**src/design/hkm_pkg.sv**
```systemverilog
// Package with the types, codes and constants of the heartbeat keepalive monitor.
package hkm_pkg;

    // Request kinds carried on the input tuser.
    localparam logic [2:0] REQ_TICK    = 3'd0;
    localparam logic [2:0] REQ_RX_PKT  = 3'd1;
    localparam logic [2:0] REQ_UP_SEND = 3'd2;
    localparam logic [2:0] REQ_SET_RT  = 3'd3;
    localparam logic [2:0] REQ_BAD_PKT = 3'd4;

    // Error codes of a result word.
    localparam logic [1:0] ERR_NONE       = 2'd0;
    localparam logic [1:0] ERR_RX_TIMEOUT = 2'd1;
    localparam logic [1:0] ERR_RX_WARN    = 2'd2;
    localparam logic [1:0] ERR_BAD_PKT    = 2'd3;

    // Configuration register indexes.
    localparam logic CFG_SLAVE_MODE = 1'b0;
    localparam logic CFG_HB_ENABLE  = 1'b1;

    // Timer defaults and limits, in seconds.
    localparam logic [31:0] DEF_WRITE_LIMIT = 32'd60;
    localparam logic [31:0] DEF_READ_LIMIT  = 32'd120;
    localparam logic [31:0] DEF_WARN_LIMIT  = 32'd80;
    localparam logic [31:0] MIN_READ_LIMIT  = 32'd4;
    localparam logic [7:0]  CTRL_EXT_LEN    = 8'd4;

    // ceil(2^33 / 3): (x * DIV3_RECIP) >> 33 equals x / 3 for any 32-bit x.
    localparam logic [31:0] DIV3_RECIP = 32'hAAAA_AAAB;

    localparam int unsigned S_TDATA_W = 112;
    localparam int unsigned S_TUSER_W = 3;
    localparam int unsigned M_TDATA_W = 72;

    typedef struct packed {
        logic [2:0]  req_type;
        logic [31:0] now;
        logic        is_timeout_ctrl;
        logic [7:0]  ext_len;
        logic [31:0] ext_value;
        logic [31:0] new_read_timeout;
    } t_item;

    typedef struct packed {
        logic slave_mode;
        logic heartbeat_enable;
    } t_cfg;

    // Decisions of the state stage, handed to the output stage.
    typedef struct packed {
        logic        deliver_up;
        logic        send_keepalive;
        logic        send_timeout_ctrl;
        logic [1:0]  error_code;
        logic [31:0] warn_elapsed;
        logic [31:0] div_arg;
    } t_mid;

    typedef struct packed {
        logic        deliver_up;
        logic        send_keepalive;
        logic        send_timeout_ctrl;
        logic [31:0] timeout_value;
        logic [1:0]  error_code;
        logic [31:0] warn_elapsed;
    } t_result;

endpackage

```
**src/design/heartbeat_keepalive_monitor.sv**
```systemverilog
// Top level of the heartbeat keepalive monitor: handshake, configuration and stage wiring.
// Path: a word accepted into the input register moves through the timer state stage, then
// the divide-by-three output stage, where it is held until the output side takes it.
// Throughput: one word per cycle while the output is not stalled; every event settles its
// timer state in the state stage, so the next event already sees the updated timers. Reset
// (synchronous, active low) empties the pipeline and restores timers and config registers.
module heartbeat_keepalive_monitor (
    input  logic         i_clk,
    input  logic         i_rst_n,

    input  logic         i_s_axis_tvalid,
    output logic         o_s_axis_tready,
    // now[31:0], is_timeout_ctrl[32], ext_len[40:33], ext_value[72:41],
    // new_read_timeout[104:73], zero fill[111:105]
    input  logic [111:0] i_s_axis_tdata,
    // req_type[2:0]
    input  logic [2:0]   i_s_axis_tuser,

    output logic         o_m_axis_tvalid,
    input  logic         i_m_axis_tready,
    // deliver_up[0], send_keepalive[1], send_timeout_ctrl[2], timeout_value[34:3],
    // error_code[36:35], warn_elapsed[68:37], zero fill[71:69]
    output logic [71:0]  o_m_axis_tdata,

    input  logic         i_cfg_we,
    input  logic         i_cfg_addr,
    input  logic         i_cfg_wdata
);
    import hkm_pkg::*;

    t_cfg    r_cfg;
    t_item   r_item;
    logic    r_v0, r_v1, r_v2;
    logic    rdy0, rdy1, rdy2;
    logic    load_item, load_core, load_out;
    t_mid    mid;
    t_result result;

    // Each stage can take a word when it is empty or when its word moves on.
    assign rdy2 = !r_v2 || i_m_axis_tready;
    assign rdy1 = !r_v1 || rdy2;
    assign rdy0 = !r_v0 || rdy1;

    assign load_item = i_s_axis_tvalid && rdy0;
    assign load_core = r_v0 && rdy1;
    assign load_out  = r_v1 && rdy2;

    assign o_s_axis_tready = rdy0;

    always_ff @(posedge i_clk) begin
        if (!i_rst_n) begin
            r_v0 <= 1'b0;
            r_v1 <= 1'b0;
            r_v2 <= 1'b0;
        end else begin
            r_v0 <= load_item || (r_v0 && !rdy1);
            r_v1 <= load_core || (r_v1 && !rdy2);
            r_v2 <= load_out  || (r_v2 && !i_m_axis_tready);
        end
    end

    // Input register: unpack the incoming word.
    always_ff @(posedge i_clk) begin
        if (load_item) begin
            r_item.req_type         <= i_s_axis_tuser;
            r_item.now              <= i_s_axis_tdata[31:0];
            r_item.is_timeout_ctrl  <= i_s_axis_tdata[32];
            r_item.ext_len          <= i_s_axis_tdata[40:33];
            r_item.ext_value        <= i_s_axis_tdata[72:41];
            r_item.new_read_timeout <= i_s_axis_tdata[104:73];
        end
    end

    // Configuration registers; the user must write them only while the block is idle, as the block does not enforce it.
    always_ff @(posedge i_clk) begin
        if (!i_rst_n) begin
            r_cfg.slave_mode       <= 1'b0;
            r_cfg.heartbeat_enable <= 1'b1;
        end else if (i_cfg_we) begin
            case (i_cfg_addr)
                CFG_SLAVE_MODE: begin
                    r_cfg.slave_mode <= i_cfg_wdata;
                end
                CFG_HB_ENABLE: begin
                    r_cfg.heartbeat_enable <= i_cfg_wdata;
                end
                default: begin
                end
            endcase
        end
    end

    hkm_core u_core (
        .i_clk   (i_clk),
        .i_rst_n (i_rst_n),
        .i_load  (load_core),
        .i_item  (r_item),
        .i_cfg   (r_cfg),
        .o_mid   (mid)
    );

    hkm_out u_out (
        .i_clk    (i_clk),
        .i_load   (load_out),
        .i_mid    (mid),
        .o_result (result)
    );

    assign o_m_axis_tvalid = r_v2;
    assign o_m_axis_tdata  = {3'd0, result.warn_elapsed, result.error_code,
                              result.timeout_value, result.send_timeout_ctrl,
                              result.send_keepalive, result.deliver_up};

endmodule

```
**src/design/hkm_core.sv**
```systemverilog
// State stage: timer registers, timeout checks and read timeout updates.
module hkm_core (
    input  logic          i_clk,
    input  logic          i_rst_n,
    input  logic          i_load,
    input  hkm_pkg::t_item i_item,
    input  hkm_pkg::t_cfg  i_cfg,
    output hkm_pkg::t_mid  o_mid
);
    import hkm_pkg::*;

    logic [31:0] r_last_read_time, n_last_read_time;
    logic [31:0] r_last_write_time, n_last_write_time;
    logic [31:0] r_last_warn_time, n_last_warn_time;
    logic [31:0] r_read_limit, n_read_limit;
    logic [31:0] r_write_limit, n_write_limit;
    logic [31:0] r_warn_limit, n_warn_limit;
    t_mid        r_mid, n_mid;

    logic [31:0] d_read, d_write, d_warn;
    logic [31:0] ext_x3, rt_req, rt_req_m1;
    logic        rt_low, do_apply;

    assign d_read  = i_item.now - r_last_read_time;
    assign d_write = i_item.now - r_last_write_time;
    assign d_warn  = i_item.now - r_last_warn_time;

    // A timeout-control packet in slave mode asks for a read timeout of 3*W+4.
    assign ext_x3    = {i_item.ext_value[30:0], 1'b0} + i_item.ext_value;
    assign rt_req    = (i_item.req_type == REQ_RX_PKT) ? ext_x3 + 32'd4
                                                       : i_item.new_read_timeout;
    assign rt_req_m1 = (i_item.req_type == REQ_RX_PKT) ? ext_x3 + 32'd3
                                                       : i_item.new_read_timeout - 32'd1;
    assign rt_low    = rt_req < MIN_READ_LIMIT;

    always_comb begin
        n_last_read_time  = r_last_read_time;
        n_last_write_time = r_last_write_time;
        n_last_warn_time  = r_last_warn_time;
        n_read_limit      = r_read_limit;
        n_write_limit     = r_write_limit;
        n_warn_limit      = r_warn_limit;
        n_mid             = '0;
        do_apply          = 1'b0;

        case (i_item.req_type)
            REQ_TICK: begin
                if (i_cfg.heartbeat_enable) begin
                    if (d_read > r_read_limit) begin
                        n_mid.error_code = ERR_RX_TIMEOUT;
                    end else begin
                        if (d_write >= r_write_limit) begin
                            n_mid.send_keepalive = 1'b1;
                            n_last_write_time    = i_item.now;
                        end
                        if (d_warn > r_warn_limit) begin
                            n_mid.error_code   = ERR_RX_WARN;
                            n_mid.warn_elapsed = d_warn;
                            n_last_warn_time   = i_item.now;
                        end
                    end
                end
            end
            REQ_RX_PKT: begin
                n_last_read_time = i_item.now;
                n_last_warn_time = i_item.now;
                if (!i_item.is_timeout_ctrl) begin
                    n_mid.deliver_up = 1'b1;
                end else if (i_item.ext_len == CTRL_EXT_LEN) begin
                    n_write_limit = i_item.ext_value;
                    do_apply      = i_cfg.slave_mode;
                end
            end
            REQ_UP_SEND: begin
                n_last_write_time = i_item.now;
            end
            REQ_SET_RT: begin
                do_apply = 1'b1;
            end
            REQ_BAD_PKT: begin
                n_mid.error_code = ERR_BAD_PKT;
            end
            default: begin
            end
        endcase

        // The warning limit follows the requested value before clamping.
        if (do_apply && (rt_req != r_read_limit)) begin
            n_read_limit            = rt_low ? MIN_READ_LIMIT : rt_req;
            n_warn_limit            = {1'b0, rt_req[31:1]};
            n_mid.send_timeout_ctrl = 1'b1;
            n_mid.div_arg           = rt_low ? MIN_READ_LIMIT - 32'd1 : rt_req_m1;
            n_last_write_time       = i_item.now;
        end
    end

    always_ff @(posedge i_clk) begin
        if (!i_rst_n) begin
            r_last_read_time  <= '0;
            r_last_write_time <= '0;
            r_last_warn_time  <= '0;
            r_read_limit      <= DEF_READ_LIMIT;
            r_write_limit     <= DEF_WRITE_LIMIT;
            r_warn_limit      <= DEF_WARN_LIMIT;
        end else if (i_load) begin
            r_last_read_time  <= n_last_read_time;
            r_last_write_time <= n_last_write_time;
            r_last_warn_time  <= n_last_warn_time;
            r_read_limit      <= n_read_limit;
            r_write_limit     <= n_write_limit;
            r_warn_limit      <= n_warn_limit;
        end
    end

    always_ff @(posedge i_clk) begin
        if (i_load) begin
            r_mid <= n_mid;
        end
    end

    assign o_mid = r_mid;

endmodule

```
**src/design/hkm_out.sv**
```systemverilog
// Output stage: divides the new read timeout less one by three and holds the result word.
module hkm_out (
    input  logic            i_clk,
    input  logic            i_load,
    input  hkm_pkg::t_mid   i_mid,
    output hkm_pkg::t_result o_result
);
    import hkm_pkg::*;

    logic [63:0] prod;
    t_result     r_result, n_result;

    // Reciprocal multiply: the quotient sits in product bits 63 down to 33.
    assign prod = {32'd0, i_mid.div_arg} * {32'd0, DIV3_RECIP};

    always_comb begin
        n_result.deliver_up        = i_mid.deliver_up;
        n_result.send_keepalive    = i_mid.send_keepalive;
        n_result.send_timeout_ctrl = i_mid.send_timeout_ctrl;
        n_result.timeout_value     = i_mid.send_timeout_ctrl ? {1'b0, prod[63:33]} : 32'd0;
        n_result.error_code        = i_mid.error_code;
        n_result.warn_elapsed      = i_mid.warn_elapsed;
    end

    always_ff @(posedge i_clk) begin
        if (i_load) begin
            r_result <= n_result;
        end
    end

    assign o_result = r_result;

endmodule

```
**config.mk**
```make
export PLATFORM = sky130hd
export DESIGN_NAME = heartbeat_keepalive_monitor
export DESIGN_NICKNAME = d
export VERILOG_FILES = /design/src/design/hkm_pkg.sv /design/src/design/heartbeat_keepalive_monitor.sv /design/src/design/hkm_core.sv /design/src/design/hkm_out.sv
export SDC_FILE = /design/constraint.sdc
export NUM_CORES = 2
export LEC_CHECK = 0
export ABC_AREA = 1
export BUFFER_PORTS_ARGS = -buffer_cell sky130_fd_sc_hd__buf_4
export CORE_UTILIZATION = 45
export CTS_CLUSTER_SIZE = 8
export DETAILED_ROUTE_END_ITERATION = 6
export PLACE_DENSITY = 0.61
export SLEW_MARGIN = 20
export SYNTH_ARGS = -nofsm -noshare
export SYNTH_HDL_FRONTEND = slang
export SYNTH_SLANG_ARGS = --single-unit
```
**constraint.sdc**
```tcl
create_clock -name i_clk -period 8.9 [get_ports i_clk]
set_input_delay 0.445 -clock i_clk [delete_from_list [all_inputs] [get_ports i_clk]]
set_output_delay 0.445 -clock i_clk [all_outputs]
set_load 0.03 [all_outputs]
```
==> impl_results.md <==
* Core area at 0.0971 mm^2
* Router iterations before antenna repair at 7
* Main flop type after synthesis: edfxtp_1
* Ranking of synthesized cells by area: edfxtp_1 17%, ha_1 16%, fa_1 16%
* CTS tree: yes
* Fin. Hold Viols at 0
* WP data arrival at 8.50 ns
* Postcts setup bufs at 0
* Post-CTS Hold Fix Bufs at 100
* Synth top area share at 16.6%
* RSZ-0062 raised after global routing: no
* Die ar. at 0.0996 mm^2
* Diodes inserted at 0
* Initial antenna violation count at 3
* Fmax at 123 MHz
* FFs w/ async S/R, synth at 0%
* CP Max Fanout at 8
* Crit path kind: flop to flop
* DRC at 7
* Cell taking the most area after synthesis: edfxtp_1
* Initial Util at 45.6%
* Critical path capture point type: flop
* Vias in the first global route at 36,758
* First-pass GRT wire length at 210,000 um
* P_leak at 24.6 nW
* Slew HR at 19.3%
* Status: finished with violations
* Global route overflow at 0
* Synthesized flop and latch total at 441
* CP most frequent cell: inv_1
* Via count at 36,480
* H-tree Lvls at 3
* Pin count of the biggest net entering global routing at 99
* Power Dens Cells at 228 mW/mm^2
* WP data required at 9.26 ns
* Fin crit period at 8.14 ns
* Area delta synth->final at 13.2%
* Final wirelength at 137,000 um
* CTS resizes at 0
* Slew Viols, Final at 0
* Starting DRT DRC Count at 2,607
* Num ports at 196
* Failing checks: DRC
* Placement Rows at 114
* Clock latency at the later pin of the worst-skew pair at 0.64 ns
* Worst Hold Depth at 1
* Period utilization at 91.5%
* Die Span Y at 316 um
* Max-cap violations at 0
* CTS clock-pin slew for the worst setup and hold paths at 0.05 ns
* Chip Width at 316 um
* Final ANT Viol Nets at 0
* GRT Total Usage at 28.0%
* Hold_ws at 0.0273 ns
* Clk sinks at 441
* PortBufs at 184
* Number of flops mapped to enable cells by yosys at 245
* Clk_skew at 0.0477 ns
* Peak supply drop at 0.282 mV
* GP Congestion at 0.979
* Setup TNS at 0 ns
* YS warnings at 0
* Routed length per instance at 19.3 um
* Cells after synthesis at 5,484
* Max incr delay on CP at 0.59 ns
* Root Buffer: clkbuf_16
* Worst Setup Start Kind: flop
* Worst Tran Pin Value at 1.20 ns
* Nets at 6,843
* Yosys cell types at 53
* Share of cells above drive strength 1 at 6.71%
* Num CTS Buffers at 66
* Mapped Area at 0.0443 mm^2
* CP max-delay cell: edfxtp_1
* Average cell area after synthesis at 8.07 um^2
* Final setup fails at 0
* HPWL after detailed placement at 113,000 um
* Min-Delay Path Class: primary input to flop
* Drt via density at 5.14
* Worst reg-to-reg path cell count at 33
* Clock Tree Buf Depth at 3
* Register area share after synthesis at 25.5%
==> critical path: cells and delay by family, from the launching register on <==
kind	cells	cell delay, ns
adders and majority gates	9	4.08
DFF	1	0.59
xor gates and xnor gates	1	0.42
AOI/OAI and AO/OA	7	1.38
and+or+nand+nor	8	0.86
buffers and inverters	8	0.55
==> state kept, by name (all words and copies together) (netlist names) <==
name and flops:
r_v1 1, u_core.r_last_read_time 32, r_item 108, u_core.r_warn_limit 31
u_core.o_mid 69, o_m_axis_tvalid 1, u_core.r_last_write_time 32, u_core.r_read_limit 32
u_out.o_result 68, u_core.r_last_warn_time 32, u_core.r_write_limit 32, r_cfg 2
r_v0 1
==> report_power, final <==
| part | internal (mW) | switching [mW] | leakage (nW) | total, mW |
|---|---|---|---|---|
| logic | 2.33 | 4.31 | 19.7 | 6.63 |
| clock network | 1.43 | 0.983 | 0.938 | 2.41 |
| registers | 2.30 | 0.0739 | 3.96 | 2.37 |
| total | 6.05 | 5.36 | 24.6 | 11.4 |
==> cell usage in the layout (no fill, tap or decap), types with 9 or more instances in the layout <==
cell type      Yosys  final
dfxtp_1          196    196
buf_4              5    225
clkbuf_16          0     68
o21a_1            21     21
nand2_2           12     12
a21oi_1          441    440
a21o_1             9      9
inv_2             16     16
a211oi_1          39     39
inv_1           1165   1163
a21boi_0          10     10
ha_1             578    578
nor4_1             9      9
o21ai_0          197    197
nand4_1           70     70
a31oi_1           36     36
nor2_1           469    469
nand2_1          969    969
o21bai_1          11     11
clkbuf_1          73     38
o211ai_1          16     16
or2_2             30     30
xnor2_1           40     40
nand3_1          209    208
xor2_1           124    124
nor3_1            41     41
nor2_2            15     15
fa_1             361    361
edfxtp_1         245    245
dlygate4sd3_1      0    100
==> worst paths after layout <==
check	start	endpoint	slack, ns
max reg2reg	u_core.o_mid[7]$_SDFFCE_PP0P_	u_out.o_result[61]$_SDFFCE_PN0P_	0.76
min	i_s_axis_tdata[85]	r_item[12]$_DFFE_PP_	0.03
min reg2reg	u_core.o_mid[47]$_SDFFCE_PP0P_	u_out.o_result[15]$_DFFE_PP_	0.41
max	u_core.o_mid[7]$_SDFFCE_PP0P_	u_out.o_result[61]$_SDFFCE_PN0P_	0.76
==> layout make-up <==
type / count / area [um^2]
inverters: 1182 / 4440
well taps: 1276 / 1600
clock inverters: 7 / 125
clock buffers: 106 / 1840
flip-flops and latches: 441 / 11300
repair buffers: 325 / 2690
fillers: 9413 / 47000
multi-input cells: 3766 / 28100
==> cell usage after synthesis, drive strengths merged, types with 2 or more instances <==
| master | instances |
|---|---|
| and3 | 2 |
| and2 | 8 |
| xor2 | 124 |
| o2111ai | 2 |
| nor4b | 2 |
| nand2 | 981 |
| xnor2 | 40 |
| o21bai | 11 |
| o21a | 21 |
| edfxtp | 245 |
| nand3 | 218 |
| a21oi | 441 |
| a211oi | 39 |
| ha | 578 |
| or2 | 30 |
| a21o | 9 |
| nor2 | 487 |
| a21boi | 10 |
| inv | 1181 |
| o22ai | 3 |
| o21ai | 202 |
| a221oi | 2 |
| o221ai | 8 |
| nand4 | 70 |
| dfxtp | 196 |
| nor3b | 2 |
| fa | 361 |
| o211ai | 16 |
| nor4 | 9 |
| buf | 25 |
| nor3 | 41 |
| nand3b | 3 |
| clkbuf | 73 |
| a31oi | 36 |
==> kinds of logic (layout without fill, tap and decap cells) <==
family	count (synthesis)	in the layout	synth area share, %
fa+ha+maj	939	939	32.7
other cells	1	4	0.00847
flops	441	441	25.5
simple gates	1853	1853	17.5
xor+xnor	164	164	3.24
compound gates	806	806	9.98
buf+inv	1280	1620	11.1
==> routing by layer <==
layer	vias up	wire, um	GRT usage, %
li1	18139	-	-
met1	17123	58700	35.5
met2	968	65500	48.3
met3	250	6330	3.07
met4	0	6440	11.9
met5	-	0	0
==> through the flow <==
step / setup slack, ns / util (%) / power (mW) / cells / cell area (um^2)
global placement: 0.779 / 48.5 / 8.88 / 6890 / 47100
floorplan: 1.97 / - / 7.03 / 5487 / 44300
CTS: 0.774 / 51.6 / 11.4 / 7103 / 50100
finish: 0.757 / 51.6 / 11.4 / 7103 / 50100
global route: 0.201 / 51.6 / 12.5 / 7103 / 50100
detailed placement: 0.757 / 48.5 / 8.91 / 6890 / 47100
(Power assumes the default switching activity.)
